File: src/hw/rtl/ipmbrr_pkg.sv
// Package: event and result types and codes for the IPMB response receiver.
package ipmbrr_pkg;

  // Event kinds from the I2C slave side
  localparam logic [1:0] MODE_START = 2'd0;
  localparam logic [1:0] MODE_BYTE  = 2'd1;
  localparam logic [1:0] MODE_STOP  = 2'd2;

  // Frame verdicts
  localparam logic [1:0] STATUS_OK        = 2'd0;
  localparam logic [1:0] STATUS_SHORT     = 2'd1;
  localparam logic [1:0] STATUS_NOT_RESP  = 2'd2;
  localparam logic [1:0] STATUS_CHECKSUM  = 2'd3;

  // netfn bit that marks a response
  localparam logic [7:0] RESPONSE_BIT = 8'h04;

  // Frame positions of the captured header bytes
  localparam int POS_NETFN      = 0;
  localparam int POS_SEQ        = 3;
  localparam int POS_COMMAND    = 4;
  localparam int POS_COMPLETION = 5;

  // Header and trailer bytes around the payload
  localparam int FRAME_OVERHEAD = 5;

  typedef struct packed {
    logic [1:0] mode;
    logic [7:0] data_byte;
  } event_t;

  typedef struct packed {
    logic       byte_valid;
    logic [7:0] byte_value;
    logic [6:0] byte_position;
    logic       frame_done;
    logic [1:0] status;
    logic [6:0] frame_length;
    logic [7:0] netfn_byte;
    logic [5:0] sequence_number;
    logic [7:0] command;
    logic [7:0] compl_code;
  } result_t;

endpackage

File: src/hw/rtl/ipmbrr_frame.sv
// Frame state: byte count, running checksum, captured header bytes and verdict.
module ipmbrr_frame #(
  parameter int PAYLOAD_BYTES      = 122,
  parameter int MIN_RESPONSE_BYTES = 7
) (
  input  logic                   clk,
  input  logic                   rst,
  input  logic                   accept,
  input  ipmbrr_pkg::event_t     evt,
  input  logic [6:0]             own_address,
  output ipmbrr_pkg::result_t    result
);

  localparam int FRAME_BYTES = PAYLOAD_BYTES + ipmbrr_pkg::FRAME_OVERHEAD;
  localparam int CW          = $clog2(FRAME_BYTES + 1);
  localparam int XW          = CW + 7;

  logic [CW-1:0] byte_count;
  logic [CW-1:0] byte_count_next;
  logic [7:0]    running_sum;
  logic [7:0]    running_sum_next;
  logic [7:0]    held_netfn;
  logic [7:0]    held_netfn_next;
  logic [7:0]    held_seq_byte;
  logic [7:0]    held_seq_byte_next;
  logic [7:0]    held_command;
  logic [7:0]    held_command_next;
  logic [7:0]    held_completion;
  logic [7:0]    held_completion_next;

  logic [XW-1:0] count_ext;
  logic          frame_full;
  logic          too_short;
  logic [7:0]    seed;

  assign count_ext  = {7'd0, byte_count};
  assign frame_full = (byte_count >= CW'(FRAME_BYTES));
  assign too_short  = (count_ext < XW'(MIN_RESPONSE_BYTES));
  assign seed       = {own_address, 1'b0};

  // Next state and result for the current event
  always_comb begin
    byte_count_next      = byte_count;
    running_sum_next     = running_sum;
    held_netfn_next      = held_netfn;
    held_seq_byte_next   = held_seq_byte;
    held_command_next    = held_command;
    held_completion_next = held_completion;
    result               = '0;
    case (evt.mode)
      ipmbrr_pkg::MODE_START: begin
        byte_count_next      = '0;
        running_sum_next     = seed;
        held_netfn_next      = '0;
        held_seq_byte_next   = '0;
        held_command_next    = '0;
        held_completion_next = '0;
      end
      ipmbrr_pkg::MODE_BYTE: begin
        if (!frame_full) begin
          if (count_ext == XW'(ipmbrr_pkg::POS_NETFN))      held_netfn_next      = evt.data_byte;
          if (count_ext == XW'(ipmbrr_pkg::POS_SEQ))        held_seq_byte_next   = evt.data_byte;
          if (count_ext == XW'(ipmbrr_pkg::POS_COMMAND))    held_command_next    = evt.data_byte;
          if (count_ext == XW'(ipmbrr_pkg::POS_COMPLETION)) held_completion_next = evt.data_byte;
          running_sum_next     = running_sum + evt.data_byte;
          byte_count_next      = byte_count + 1'b1;
          result.byte_valid    = 1'b1;
          result.byte_value    = evt.data_byte;
          result.byte_position = count_ext[6:0];
        end
      end
      ipmbrr_pkg::MODE_STOP: begin
        result.frame_done = 1'b1;
        if (too_short) begin
          result.status = ipmbrr_pkg::STATUS_SHORT;
        end else if ((held_netfn & ipmbrr_pkg::RESPONSE_BIT) == 8'd0) begin
          result.status = ipmbrr_pkg::STATUS_NOT_RESP;
        end else if (running_sum != 8'd0) begin
          result.status = ipmbrr_pkg::STATUS_CHECKSUM;
        end else begin
          result.status = ipmbrr_pkg::STATUS_OK;
        end
        result.frame_length    = count_ext[6:0];
        result.netfn_byte      = held_netfn;
        result.sequence_number = held_seq_byte[7:2];
        result.command         = held_command;
        result.compl_code      = held_completion;
        // frame restarts after the verdict
        byte_count_next      = '0;
        running_sum_next     = seed;
        held_netfn_next      = '0;
        held_seq_byte_next   = '0;
        held_command_next    = '0;
        held_completion_next = '0;
      end
      default: begin
        // unused event code: no state change
      end
    endcase
  end

  // State update on each accepted event
  always_ff @(posedge clk) begin
    if (rst) begin
      byte_count      <= '0;
      running_sum     <= '0;
      held_netfn      <= '0;
      held_seq_byte   <= '0;
      held_command    <= '0;
      held_completion <= '0;
    end else if (accept) begin
      byte_count      <= byte_count_next;
      running_sum     <= running_sum_next;
      held_netfn      <= held_netfn_next;
      held_seq_byte   <= held_seq_byte_next;
      held_command    <= held_command_next;
      held_completion <= held_completion_next;
    end
  end

endmodule

File: src/hw/rtl/ipmb_response_receiver_core.sv
// Top level: IPMB response receiver with event input, result register and config port.
//
//  channel | signals                     | direction | transaction
//  --------+-----------------------------+-----------+-----------------------------
//  evt     | evt_valid, evt_stall, evt   | in        | valid && !stall
//  res     | res_valid, res_stall, res   | out       | valid && !stall
//  cfg     | cfg_valid, cfg_ready, cfg_data | in     | valid && ready (own address)
//
// Frame state updates at acceptance and the event's result lands in the result
// register, one result per event, one event per cycle while res is not stalled.
// Throughput is set by the single result register; a new event is taken
// whenever that register is empty or being drained in the same cycle.
// While res is stalled with a result held, evt_stall is high.
// Synchronous reset clears the frame state, own address and result valid.
module ipmb_response_receiver_core #(
  parameter int PAYLOAD_BYTES      = 122,
  parameter int MIN_RESPONSE_BYTES = 7
) (
  input  logic                clk,
  input  logic                rst,
  input  logic                evt_valid,
  output logic                evt_stall,
  input  ipmbrr_pkg::event_t  evt,
  output logic                res_valid,
  input  logic                res_stall,
  output ipmbrr_pkg::result_t res,
  input  logic                cfg_valid,
  output logic                cfg_ready,
  input  logic [6:0]          cfg_data
);

  logic                accept;
  logic [6:0]          own_address;
  ipmbrr_pkg::result_t result;

  assign evt_stall = res_valid && res_stall;
  assign accept    = evt_valid && !evt_stall;
  assign cfg_ready = 1'b1;

  // Own address register
  always_ff @(posedge clk) begin
    if (rst) begin
      own_address <= '0;
    end else if (cfg_valid && cfg_ready) begin
      own_address <= cfg_data;
    end
  end

  ipmbrr_frame #(
    .PAYLOAD_BYTES      (PAYLOAD_BYTES),
    .MIN_RESPONSE_BYTES (MIN_RESPONSE_BYTES)
  ) u_frame (
    .clk         (clk),
    .rst         (rst),
    .accept      (accept),
    .evt         (evt),
    .own_address (own_address),
    .result      (result)
  );

  // Result register
  always_ff @(posedge clk) begin
    if (rst) begin
      res_valid <= 1'b0;
    end else if (accept) begin
      res_valid <= 1'b1;
    end else if (!res_stall) begin
      res_valid <= 1'b0;
    end
  end

  always_ff @(posedge clk) begin
    if (accept) begin
      res <= result;
    end
  end

  // Checks
  a_no_accept_when_held: assert property (@(posedge clk) disable iff (rst)
    (res_valid && res_stall) |-> !accept)
    else $error("event accepted while result held");

  a_stop_no_byte: assert property (@(posedge clk) disable iff (rst)
    (res_valid && res.frame_done) |-> !res.byte_valid)
    else $error("stop result also carries a byte");

  a_status_only_on_stop: assert property (@(posedge clk) disable iff (rst)
    (res_valid && !res.frame_done) |-> (res.status == ipmbrr_pkg::STATUS_OK))
    else $error("status set without frame done");

  a_accept_gives_result: assert property (@(posedge clk) disable iff (rst)
    accept |=> res_valid)
    else $error("accepted event produced no result");

endmodule
File: config.mk
export PLATFORM = sky130hd
export DESIGN_NAME = ipmb_response_receiver_core
export DESIGN_NICKNAME = d
export VERILOG_FILES = /design/src/hw/rtl/ipmbrr_pkg.sv /design/src/hw/rtl/ipmbrr_frame.sv /design/src/hw/rtl/ipmb_response_receiver_core.sv
export SDC_FILE = /design/constraint.sdc
export NUM_CORES = 1
export LEC_CHECK = 0
export BUFFER_PORTS_ARGS = -buffer_cell sky130_fd_sc_hd__buf_2
export CORE_ASPECT_RATIO = 0.75
export CORE_MARGIN = 2
export CORE_UTILIZATION = 35
export DETAILED_ROUTE_END_ITERATION = 12
export PLACE_DENSITY = 0.65
export SLEW_MARGIN = 20
export SYNTH_ARGS = -nofsm -noshare
export SYNTH_HDL_FRONTEND = slang
export SYNTH_SLANG_ARGS = --single-unit
File: constraint.sdc
create_clock -name clk -period 4.2 [get_ports clk]
set_input_delay 0.21 -clock clk [delete_from_list [all_inputs] [get_ports clk]]
set_output_delay 0.21 -clock clk [all_outputs]
set_load 0.01 [all_outputs]
Yosys cells after proc, flatten, opt, wreduce, memory -nomap -nowiden

Cells that the tools add are included.

Bitwise logic cells: 2
Magnitude comparators: 2
Reduce and logical (&&, ||, !) cells: 16
Muxes and demuxes: 23
Eq/ne operators: 11
$add $sub $neg: 2

Operators by type and width:

| kind                                                      | number |
|---|---|
| case mux 8 bit (2 select lines)                           | 5 |
| 2-to-1 mux 8 bit                                          | 9 |
| 2-to-1 mux 40 bit                                         | 1 |
| 2-to-1 mux 16 bit                                         | 1 |
| AND reduction 4 bit                                       | 4 |
| equality test 7 x 3 -> 1 bit (second input constant)      | 2 |
| zero test 14 bit                                          | 1 |
| case mux 7 bit (2 select lines)                           | 1 |
| inequality test 2 x 1 -> 1 bit (second input constant)    | 5 |
| adder 8 bit                                               | 1 |
| zero test 8 bit                                           | 1 |
| nonzero test 8 bit                                        | 1 |
| adder 7 x 1 -> 7 bit (second input constant)              | 1 |
| equality test 7 x 2 -> 1 bit (second input constant)      | 1 |
| greater-or-equal comparator 7 bit (second input constant) | 1 |
| < comparator 7 x 3 -> 1 bit (second input constant)       | 1 |
| 2-to-1 mux 7 bit                                          | 1 |
| 2-to-1 mux 2 bit                                          | 3 |
| OR reduction 2 bit                                        | 3 |
| AND reduction 3 bit                                       | 1 |
| equality test 2 x 1 -> 1 bit (second input constant)      | 1 |
| equality test 2 bit (second input constant)               | 1 |
| logical AND 1 bit                                         | 2 |
| zero test 2 bit                                           | 1 |
| 5 further kinds                                           | 7 |

Register bits: 111
Output and inout port bits: 59
Word-level logic and storage cells: 75

Logic depth before layout (Yosys ltp)

Gate-level depths: netlist (run 1).

Depth in word-level cells: 5
Gate-level depth with buffers: 8
Gate-level depth less buffers: 8

By module

Synthesis (run 1) repeated with hierarchy kept, for this count alone.

Cell total of the unflattened synthesis: 399
Area total of the unflattened synthesis: 4657.0 µm²

By module, submodules not included:

| module                      | sequential area each (µm²) | cells an instance | instances | area each (µm²) |
|---|---|---|---|---|
| ipmbrr_frame                | 900.9                      | 313               | 1         | 2670.1 |
| ipmb_response_receiver_core | 1841.8                     | 86                | 1         | 1986.9 |

Worst setup path after synthesis (run 1)

Ideal clock, no wire load.

Path type: reg2reg
Start point: register res_valid
End point: register u_frame.held_command[0]
Arrival: 3415 ps
Setup slack: 658 ps
Setup time: 128 ps
Buffers on the path: 1
Cell stages (with the launch flop): 8
Clock period less this slack: 3542 ps
Required time: 4072 ps
Cells stage by stage: dfxtp_1 and2_1 nand2b_1 inv_1 clkbuf_1 o21ai_1 a22oi_1 nor2_1

Longest elaborated chain between the ends: 4

Ends and longest elaborated chain:

| what                          | RTL line                          | source |
|---|---|---|
| start: declaration            | ipmb_response_receiver_core.sv:24 | `output logic res_valid,` |
| start signal: assignment      | ipmb_response_receiver_core.sv:64 | `res_valid <= 1'b0;` |
| start signal: assignment      | ipmb_response_receiver_core.sv:66 | `res_valid <= 1'b1;` |
| start signal: assignment      | ipmb_response_receiver_core.sv:68 | `res_valid <= 1'b0;` |
| logical AND 1 bit             | ipmb_response_receiver_core.sv:36 | `assign evt_stall = res_valid && res_stall;` |
| named net evt_stall           | ipmb_response_receiver_core.sv:22 | `output logic evt_stall,` |
| zero test 1 bit               | ipmb_response_receiver_core.sv:37 | `assign accept = evt_valid && !evt_stall;` |
| logical AND 1 bit             | ipmb_response_receiver_core.sv:37 |  |
| named net accept              | ipmb_response_receiver_core.sv:32 | `logic accept;` |
| AND reduction 4 bit (no line) | --                                |  |
| end signal: assignment        | ipmbrr_frame.sv:116               | `held_command <= held_command_next;` |
| end: declaration              | ipmbrr_frame.sv:26                | `logic [7:0] held_command;` |

The timed path passes the listed nets, and every way through them passes these cells.
A chain may end at the register's enable or synchronous reset.

Worst setup path after layout (run 1)

Start point: register res_valid
End point: register u_frame.byte_count[1]

Longest elaborated chain between the ends: 4

Ends and longest elaborated chain:

| what                          | RTL line                          | source |
|---|---|---|
| logical AND 1 bit             | ipmb_response_receiver_core.sv:36 |  |
| zero test 1 bit               | ipmb_response_receiver_core.sv:37 |  |
| logical AND 1 bit             | ipmb_response_receiver_core.sv:37 |  |
| AND reduction 3 bit (no line) | --                                |  |
| end signal: assignment        | ipmbrr_frame.sv:112               | `byte_count <= byte_count_next;` |
| end: declaration              | ipmbrr_frame.sv:18                | `logic [CW-1:0] byte_count;` |

Every way passes these cells.

==> metrics.csv, run 1 <==
stage;metric;value;unit
yosys;post-synth top area cell;edfxtp_1;
sta;setup tns final;0;ps
placement;Buffers on Ports;79;
layout;Nets;512;
drt;first drt pass iteration count;4;
setup_path;slowest cell delay on critical path;580;ps
setup_path;Reg2Reg Setup Slack;1880;ps
floorplan;initial core utilization;35.7;%
layout;synthesis-to-layout area growth;17.9;%
power_and_ir_drop;PD cells;407;mW/mm²
sta;clock skew;12.4;ps
cts;clock root buffer;clkbuf_16;
yosys;Post-Synthesis Cells;409;
yosys;Yosys reg bits;109;
global_route;largest net degree at the start of global routing;54;
setup_path;Crit. End Element;flop;
drt;via count;3280;
setup_path;CP cell instances;and2_1 > nand2b_1 > inv_2 > and3_1 > mux2_2 > nor2_1;
yosys;Yosys top cell area share;36.5;%
floorplan;Die Ht;103;µm
drt;DRC;0;
placement;GPL Wtd Cong;0.808;
power_and_ir_drop;Leak Pwr;2.21;nW
placement;detailed placer's ending HPWL;7240;µm
cts;CTS buffer count;9;
setup_path;CP max-delay cell;and3_1;
layout;layout cells sized above 1;22.3;%
floorplan;# rows;36;
cts;clock insertion delay at the later pin of the skew report;360;ps
floorplan;I/O pin cnt;81;
cts;post_cts resized;0;
sta;Final Max Slew Viols;0;
cts;Max H-tree Level;3;
global_route;gr ovfl total;0;
setup_path;Worst EP required;4480;ps
drt;ANT nets after route;0;
sta;final period utilization;55.3;%
cts;Hold Buf Count CTS;0;
global_route;Overall Global Routing Usage;15.2;%
yosys;top cells by area, synth;edfxtp_1 (36%), dfxtp_1 (23%), and2_1 (8.6%);
yosys;leading register cell type out of synthesis;edfxtp_1;
layout;Antenna Cells;0;
sta;count of final setup violators;0;
yosys;synthesized area per cell;11.3;µm²
outcome;run status;completed;
global_route;vias in the first global route;3071;
yosys;synth warn;0;
run;maximum capacitance violations;0;
setup_path;CP Class;reg2reg;
sta;unrepaired setup endpoints after global routing;no;
global_route;first-pass GRT wire length;16200;µm
yosys;FFs w/ async S/R, synth;0;%
sta;Tmin final;2320;ps
setup_path;peak fanout along the critical path;35;
yosys;EDFF count, synth;56;
sta;Slew @ Worst Pin;991;ps
cts;CTS Sinks;109;
floorplan;die area;0.0141;mm²
drt;WL final;10400;µm
yosys;mapped cell area;0.00461;mm²
power_and_ir_drop;Max rail drop VDD;0.000217;V
drt;DR iter-0 viols;179;
power_and_ir_drop;Tot Pwr;2.21;mW
yosys;Distinct cells, synth;47;
drt;drt via density;5.01;
floorplan;core area;0.0129;mm²
yosys;syn_nets;442;
sta;Hold Fails Final Rpt;0;
cts;clk buf depth;2;
setup_path;Critical Path Start Type;flop;
sta;Max Fclk;0.431;GHz
cts;post-CTS setup buffers;0;
cts;Worst-path clk slew;70;ps
global_route;initial antenna violation count;0;
hold_path;path type of the worst min-delay path;in2reg;
drt;drt wl/cell;15.8;µm
sta;slew margin rel.;33.9;%
floorplan;die width;137;µm
setup_path;crit path DAT;2600;ps
cts;CTS tree;built;
yosys;post-synthesis sequential area ratio;59.5;%
-- critical path, delay by kind of cell, from the launching register on --
family | cells | cell delay, ps
buffers and inverters | 1 | 540
and+or+nand+nor | 4 | 1000
muxes | 1 | 390
DFF | 1 | 310
-- power breakdown --
group,internal (mW),switching [mW],total (mW),leakage [nW]
clock network,0.414,0.399,0.813,0.141
logic,0.0794,0.136,0.215,1.07
registers,1.16,0.0217,1.18,0.997
total,1.65,0.556,2.21,2.21
-- logic make-up after synthesis --
logic type      Yosys count  synth area share, %
simple gates            162                 18.8
mux                      18                 3.96
compound gates           73                 10.9
other cells               1               0.0814
buf+inv                  32                 3.01
xor+xnor                  3                0.570
fa+ha+maj                11                 3.15
flops                   109                 59.5
-- cells in the mapped netlist (2+ instances only) --
library cell and instances:
a211oi_1 10, a21o_1 4, a21oi_1 19, a22oi_1 16
a311oi_1 3, and2_1 63, and3_1 4, buf_2 3
buf_4 4, clkbuf_1 16, dfxtp_1 53, edfxtp_1 56
ha_1 10, inv_1 8, mux2_2 2, mux2i_1 16
nand2_1 24, nand2b_1 2, nand3_1 7, nand3b_1 2
nand4_1 2, nor2_1 43, nor2b_1 3, nor3_1 4
nor4_1 3, o211ai_1 2, o21a_1 3, o21ai_0 6
o21ai_1 2, xnor2_1 2
-- worst paths after layout --
kind                         start               endpoint  cells after the start
max reg2reg              res_valid  u_frame.byte_count[1]                      6
min                      evt_valid              res_valid                      3
max                      res_valid  u_frame.byte_count[1]                      6
min reg2reg  u_frame.held_netfn[7]  u_frame.held_netfn[7]                      2
-- layer usage --
metal / wire [µm] / vias up / track usage (%)
li1: - / 1591 / -
met1: 4970 / 1549 / 21.0
met2: 4560 / 125 / 23.6
met3: 696 / 15 / 3.90
met4: 155 / 0 / 4.89
met5: 0 / - / 0
-- layout by cell type (no fill, tap or decap), types with 4 or more instances in the layout --
master      n
a22oi_1    16
dfxtp_1    53
edfxtp_1   56
a211oi_1   10
ha_1       10
o21ai_0     6
nor2_1     43
a21oi_1    19
nor3_1      4
nand3_1     7
buf_2      79
clkbuf_16   9
a21o_1      4
and3_1      4
inv_1       7
nand2_1    24
mux2i_1    16
and2_1     63
-- layout make-up --
cell class	instances	area, µm²
sequential	109	2740
multi-input combinational	268	1740
clock buffer	10	229
inverter	9	33.8
timing repair buffer	82	418
fill	1215	7490
tap	171	214
clock inverter	6	53.8
-- state kept, by name, summed over array words and instances, names as in the netlist --
register	flops
u_frame.byte_count	7
u_frame.held_netfn	8
res_valid	1
own_address	7
u_frame.held_command	8
res	56
u_frame.held_completion	8
u_frame.running_sum	8
u_frame.held_seq_byte	6
-- through the flow --
stage / cell area, µm² / hold slack (ps) / util, % / std cells / setup slack, ps
6_report: 5430 / 93.9 / 42.0 / 655 / 1880
5_1_grt: 5430 / 102 / 42.0 / 655 / 1680
4_1_cts: 5430 / 81.8 / 42.0 / 655 / 1850
3_5_place_dp: 5140 / 447 / 39.8 / 639 / 1850
3_3_place_gp: 5140 / 443 / 39.8 / 639 / 1840
2_1_floorplan: 4610 / 331 / - / 409 / 658
Note: power is estimated with default switching activity, not from simulation.
==> run 2: changes to the inputs <==
- ABC_AREA: not set -> 1
- PLACE_DENSITY: 0.65 -> 0.67
- clock period: 4.2 -> 2 ns (I/O delays scaled with it)
==> run 2 against run 1 <==
Final cell count grew 28%. Flip-flop and latch count unchanged. Via count up 17%. Clock skew fell by 4.3 ps.
==> metrics.csv, run 2 <==
stage;metric;value;unit;change
outcome;run status;completed;;
sta;Hold Fails Final Rpt;0;;unchanged
layout;synthesis-to-layout area growth;22.3;%;
sta;final period utilization;86.0;%;+31 points
sta;clock skew;8.12;ps;-4.28 ps
floorplan;# rows;37;;+2.8%
run;maximum capacitance violations;0;;unchanged
yosys;Commonest cells post-synth;nor2_1 (121), nand2_1 (89), inv_1 (67), edfxtp_1 (56), dfxtp_1 (53);;
drt;via count;3847;;+17%
drt;drt via density;4.60;;-8.2%
yosys;Yosys reg bits;109;;unchanged
yosys;syn_nets;605;;+37%
cts;Max H-tree Level;3;;unchanged
yosys;synth warn;0;;unchanged
floorplan;initial core utilization;35.7;%;+0.091 points
setup_path;reg-to-reg startpoint;u_frame.byte_count[0];;
setup_path;Reg2Reg Setup Slack;280;ps;-1600 ps
global_route;largest net degree at the start of global routing;50;;-7.4%
hold_path;path type of the worst min-delay path;in2reg;;
cts;clock insertion delay at the later pin of the skew report;350;ps;about the same
sta;Max Fclk;0.581;GHz;+35%
yosys;Synth Area in Simple Gates;23.4;%;+4.6 points
layout;most frequent cells in the layout;nor2_1 (121), nand2_1 (86), buf_2 (79);;
yosys;post-synthesis sequential area ratio;56.0;%;-3.5 points
layout;Most flops, register;res;;
yosys;Adder-Cell Fraction of Synth Area;2.96;%;-0.19 points
yosys;mux cell area share after synthesis;0;%;-4.0 points
yosys;FFs w/ async S/R, synth;0;%;unchanged
power_and_ir_drop;PD cells;878;mW/mm²;+120%
yosys;mapped cell area;0.00490;mm²;+6.3%
placement;GPL Wtd Cong;0.874;;+8.2%
yosys;leading register cell type out of synthesis;edfxtp_1;;
placement;detailed placer's ending HPWL;7750;µm;+7.0%
floorplan;I/O pin cnt;81;;unchanged
global_route;vias in the first global route;3685;;+20%
sta;count of final setup violators;0;;unchanged
yosys;count leader, synth;nor2_1;;
drt;first drt pass iteration count;4;;unchanged
yosys;largest family of logic cells by synthesized area;simple AND/OR/NAND/NOR gates;;
layout;Nets;690;;+35%
power_and_ir_drop;Max rail drop VDD;0.000517;V;+140%
floorplan;die width;141;µm;+3.0%
placement;placed insts;814;;+27%
cts;CTS Sinks;109;;unchanged
global_route;initial antenna violation count;1;;+1
setup_path;reg2reg end;u_frame.held_netfn[0];;
setup_path;Crit. End Element;flop;;
drt;drt wl/cell;13.0;µm;-18%
hold_path;hold_sp;cfg_data[5];;
layout;max reg flops;56;;unchanged
floorplan;Die Ht;106;µm;+3.0%
cts;CTS tree;built;;
sta;Final Max Slew Viols;0;;unchanged
yosys;top cells by area, synth;edfxtp_1 (34%), dfxtp_1 (22%), nor2_1 (9.3%);;
global_route;Overall Global Routing Usage;15.3;%;+0.12 points
yosys;Synth Area in Compound Gates;8.71;%;-2.2 points
drt;DRC;0;;unchanged
global_route;first-pass GRT wire length;18200;µm;+12%
cts;CTS buffer count;9;;unchanged
layout;final std cells w/o fill;837;;+28%
setup_path;cells on worst reg2reg path;8;;+2
setup_path;Critical Path Start Type;flop;;
sta;unrepaired setup endpoints after global routing;no;;
hold_path;worst hold path endpoint;own_address[5];;
drt;DR iter-0 viols;288;;+61%
floorplan;core area;0.0137;mm²;+6.0%
hold_path;Hold Path Cell Cnt;3;;unchanged
cts;Worst-path clk slew;80;ps;about the same
layout;post-layout utilization of the core;43.7;%;+1.7 points
sta;slew margin rel.;57.5;%;+24 points
layout;Antenna Cells;0;;unchanged
sta;Tmin final;1720;ps;-600 ps
setup_path;crit path DAT;1970;ps;-630 ps
yosys;Yosys top cell area share;34.3;%;-2.2 points
drt;ANT nets after route;0;;unchanged
drt;WL final;10900;µm;+4.6%
setup_path;worst setup path startpoint;u_frame.byte_count[0];;
yosys;EDFF count, synth;56;;unchanged
setup_path;Worst EP required;2250;ps;-2230 ps
placement;Buffers on Ports;79;;unchanged
setup_path;peak fanout along the critical path;16;;-54%
sta;Slew @ Worst Pin;638;ps;-354 ps
yosys;post-synth top area cell;edfxtp_1;;
layout;most common cell after layout, fill and taps aside;nor2_1;;
cts;post-CTS setup buffers;0;;unchanged
cts;clock root buffer;clkbuf_16;;
global_route;gr ovfl total;0;;unchanged
power_and_ir_drop;Leak Pwr;2.62;nW;+19%
yosys;Distinct cells, synth;34;;-28%
setup_path;CP Class;reg2reg;;
yosys;Post-Synth XOR/XNOR Area;0.179;%;-0.39 points
yosys;Post-Synthesis Cells;572;;+40%
cts;clk buf depth;2;;unchanged
layout;layout cells sized above 1;22.4;%;+0.042 points
floorplan;die area;0.0150;mm²;+6.1%
yosys;synthesized area per cell;8.56;µm²;-24%
## run 2: changes by cell type after synthesis, moves of 6 or more
cell | previous run | this run
nor2_1 | 43 | 121
nand2_1 | 24 | 89
and2_1 | 63 | 0
inv_1 | 8 | 67
nand3_1 | 7 | 47
a21oi_1 | 19 | 46
mux2i_1 | 16 | 0
a22oi_1 | 16 | 1
clkbuf_1 | 16 | 4
o21ai_0 | 6 | 16
a211oi_1 | 10 | 1
inv_2 | 0 | 7
buf_1 | 0 | 6
## run 2: critical path, stage by stage, from the launching register on
cell and delay [ps]:
dfxtp_1 320, buf_4 140, inv_1 140, ha_1 190, nand4_1 190, o21ai_4 400
nand3_1 120, nand2_1 80, nor2_1 40
## run 2: kinds of logic after synthesis
| kind of cell | after synthesis |
|---|---|
| AOI/OAI and AO/OA | 78 |
| xor gates and xnor gates | 1 |
| adders and majority gates | 11 |
| buffers and inverters | 99 |
| DFF | 109 |
| other | 1 |
| and+or+nand+nor | 273 |
## run 2: how the worst max path moves through the flow
stage                          endpoint  slack (ps)  cells after the start
5_1_grt           u_frame.held_netfn[5]          50                      8
3_5_place_dp   u_frame.held_seq_byte[5]         100                      6
6_report          u_frame.held_netfn[0]         280                      8
4_1_cts        u_frame.held_seq_byte[5]          80                      6
2_1_floorplan    u_frame.running_sum[7]         -70                      8
3_3_place_gp      u_frame.held_netfn[0]         190                      8
## run 2: area by class of cell
type	count	area, µm²
clock buffer	10	229
clock inverter	6	93.8
fill	1405	7710
inverter	74	282
multi-input combinational	364	1820
sequential	109	2740
tap	175	219
timing repair buffer	99	601
## run 2: routing by layer
| metal | wire (µm) | vias up | GRT usage [%] |
|---|---|---|---|
| met5 | 13 | - | 0 |
| met4 | 98 | 2 | 4.29 |
| met3 | 544 | 11 | 4.19 |
| met2 | 4790 | 75 | 23.7 |
| met1 | 5410 | 1749 | 21.2 |
| li1 | - | 2010 | - |
## run 2: where the power goes
group          total [mW]  switching [mW]  internal (mW)  leakage (nW)
registers            2.57          0.0694           2.50          1.00
clock network        1.95           0.838           1.12         0.159
logic               0.735           0.463          0.272          1.45
## run 2: repair_timing
item | CTS | global route
gates resized for setup | 0 | 3
hold buffers | 7 | 0
endpoints found under the setup margin | 0 | 15
endpoints found under the hold margin | 8 | 0
## run 2: per-stage QoR
stage | cell area [µm²] | setup slack (ps) | power (mW) | hold slack, ps | setup TNS (ps)
global placement | 5580 | 186 | 3.34 | 309 | 0
CTS | 5970 | 84.0 | 5.30 | 27.1 | 0
finish | 5990 | 280 | 5.26 | 34.9 | 0
global route | 5990 | 46.4 | 5.53 | 58.3 | 0
floorplan | 4970 | -72.6 | 3.12 | 162 | -971
detailed placement | 5580 | 96.2 | 3.35 | 312 | 0
==> run 3: changes to the inputs <==
--- a/config.mk
+++ b/config.mk
@@ -12,4 +12,5 @@
 export CORE_UTILIZATION = 35
 export DETAILED_ROUTE_END_ITERATION = 12
+export HOLD_SLACK_MARGIN = 0.12
 export PLACE_DENSITY = 0.67
 export SLEW_MARGIN = 20
==> constraint.sdc (replaced) <==
create_clock -name clk -period 2 [get_ports clk]
set_input_delay 0 -clock clk [delete_from_list [all_inputs] [get_ports clk]]
set_output_delay 0 -clock clk [all_outputs]
set_load 0.01 [all_outputs]
==> run 3 against run 2 <==
Via count is 3.9% higher. Sequential share of layout area is 1.8 points lower. Clock skew hardly changed. Cell area is 4.1% higher. Non-clock buffer count is 27 higher.
==> metrics.csv, run 3 (synthesis results as in run 2) <==
stage;metric;value;unit;change
outcome;run status;completed;;
global_route;largest net degree at the start of global routing;50;;unchanged
sta;count of final setup violators;0;;unchanged
placement;Buffers on Ports;79;;unchanged
global_route;gr ovfl total;0;;unchanged
floorplan;initial core utilization;35.7;%;unchanged
layout;max reg flops;56;;unchanged
setup_path;Crit. End Element;flop;;
cts;post-CTS setup buffers;0;;unchanged
layout;Antenna Cells;0;;unchanged
layout;area of the multi-input gates;0.00181;mm²;-0.82%
placement;GPL Wtd Cong;0.875;;+0.10%
power_and_ir_drop;Tot Pwr;5.27;mW;+0.19%
sta;Final Max Slew Viols;0;;unchanged
power_and_ir_drop;clock power share;36.4;%;-0.7 points
power_and_ir_drop;Int Power;3.91;mW;+0.64%
setup_path;crit path DAT;1940;ps;-30 ps
setup_path;Reg2Reg Setup Slack;300;ps;+30 ps
power_and_ir_drop;Psw;1.36;mW;-1.1%
global_route;initial antenna violation count;0;;-1
sta;slew margin rel.;57.8;%;+0.35 points
drt;DRC;0;;unchanged
floorplan;die area;0.0150;mm²;unchanged
sta;Slew @ Worst Pin;632;ps;-5.30 ps
cts;clock root buffer;clkbuf_16;;
floorplan;Die Ht;106;µm;unchanged
layout;fillcell total;1355;;-3.6%
setup_path;Critical Path Start Type;flop;;
layout;most frequent cells in the layout;nor2_1 (121), nand2_1 (86), buf_2 (79);;
cts;Worst-path clk slew;70;ps;about the same
sta;unrepaired setup endpoints after global routing;no;;
sta;setup tns final;0;ps;unchanged
setup_path;Worst EP required;2240;ps;about the same
global_route;Overall Global Routing Usage;15.6;%;+0.28 points
layout;Most flops, register;res;;
sta;final period utilization;84.8;%;-1.3 points
sta;Tmin final;1700;ps;-25.0 ps
floorplan;core area;0.0137;mm²;unchanged
drt;ANT nets after route;0;;unchanged
setup_path;peak fanout along the critical path;3;;-13
run;maximum capacitance violations;0;;unchanged
setup_path;worst setup path startpoint;u_frame.running_sum[0];;
cts;clk buf depth;2;;unchanged
layout;post-layout utilization of the core;45.5;%;+1.8 points
cts;CTS Sinks;109;;unchanged
global_route;vias in the first global route;3808;;+3.3%
sta;Hold Fails Final Rpt;0;;unchanged
power_and_ir_drop;PD cells;845;mW/mm²;-3.7%
layout;synthesis-to-layout area growth;27.3;%;
power_and_ir_drop;Max rail drop VDD;0.000397;V;-23%
drt;via count;3996;;+3.9%
drt;drt wl/cell;12.9;µm;-0.17%
layout;Nets;717;;+3.9%
drt;DR iter-0 viols;284;;-1.4%
drt;WL final;11200;µm;+3.0%
layout;FF/Latch Area;0.00274;mm²;unchanged
sta;Max Fclk;0.590;GHz;+1.5%
cts;CTS tree;built;;
setup_path;reg-to-reg startpoint;u_frame.running_sum[0];;
sta;clock skew;7.80;ps;-0.318 ps
cts;Max H-tree Level;3;;unchanged
floorplan;# rows;37;;unchanged
hold_path;path type of the worst min-delay path;in2reg;;
setup_path;CP Class;reg2reg;;
placement;detailed placer's ending HPWL;7730;µm;-0.28%
floorplan;I/O pin cnt;81;;unchanged
cts;CTS buffer count;9;;unchanged
floorplan;die width;141;µm;unchanged
cts;clock insertion delay at the later pin of the skew report;350;ps;about the same
power_and_ir_drop;Logic pwr share;14.8;%;+0.8 points
drt;drt via density;4.63;;+0.63%
layout;layout cells sized above 1;21.8;%;-0.59 points
layout;most common cell after layout, fill and taps aside;nor2_1;;
power_and_ir_drop;Leak Pwr;2.74;nW;+4.8%
global_route;first-pass GRT wire length;18600;µm;+2.5%
power_and_ir_drop;sequential cell fraction of total power;48.8;%;about the same
hold_path;hold_sp;evt_valid;;
power_and_ir_drop;Sw Ratio;25.7;%;-0.33 points
drt;first drt pass iteration count;6;;+2
[run 3: per-stage QoR]
step / cell area [µm²] / hold WS, ps / cells / setup slack (ps)
6_report: 6240 / 180 / 864 / 305
5_1_grt: 6240 / 189 / 864 / 97.2
4_1_cts: 6230 / 162 / 864 / 110
3_5_place_dp: 5600 / 208 / 817 / 118
3_3_place_gp: 5600 / 208 / 817 / 174
2_1_floorplan: 4970 / 61.7 / 572 / -72.6
[run 3: worst max-delay path: stages (launching register included)]
cell and delay, ps:
dfxtp_1 370, ha_1 200, inv_1 60, fa_1 410, inv_1 110, nand3_1 90, nand2_1 80, nand2_1 40
nand3_1 60, nand2_1 50, nor2_1 80, nor2_1 50
[run 3: routing by layer]
layer | up-vias | global-route usage [%] | part of all wire [%]
li1 | 2067 | - | -
met1 | 1822 | 22.5 | 49
met2 | 95 | 23.7 | 44
met3 | 12 | 3.74 | 4.9
met4 | 0 | 3.93 | 1.1
met5 | - | 0 | 0
[run 3: timing repair]
item                                    in CTS  in global routing
gates resized for setup                      0                  1
endpoints found under the hold margin       28                  0
hold buffers                                31                  0
endpoints found under the setup margin       0                  6
[run 3: area by class of cell]
cell class	count	share of cell area (%)
clock buffers	9	3.61
repair buffers	126	13.8
well taps	175	3.51
inverters	74	4.51
flip-flops and latches	109	44.0
multi-input cells	364	29.0
clock inverters	7	1.50
[run 3: power groups by stage]
stage	Combinational, mW	Clock (mW)	Sequential [mW]
after global placement	0.720	0	2.62
final	0.780	1.92	2.57
after floorplan	0.471	0	2.65
after CTS	0.782	1.96	2.57
after detailed placement	0.729	0	2.62
after global routing	0.884	2.07	2.59
[run 3: path summary, 6_finish.rpt]
path	to	cells past startpoint
worst min register to register	u_frame.held_seq_byte[5]	2
worst max-delay path	u_frame.running_sum[4]	11
worst min-delay path	u_frame.byte_count[6]	6
worst max register to register	u_frame.running_sum[4]	11
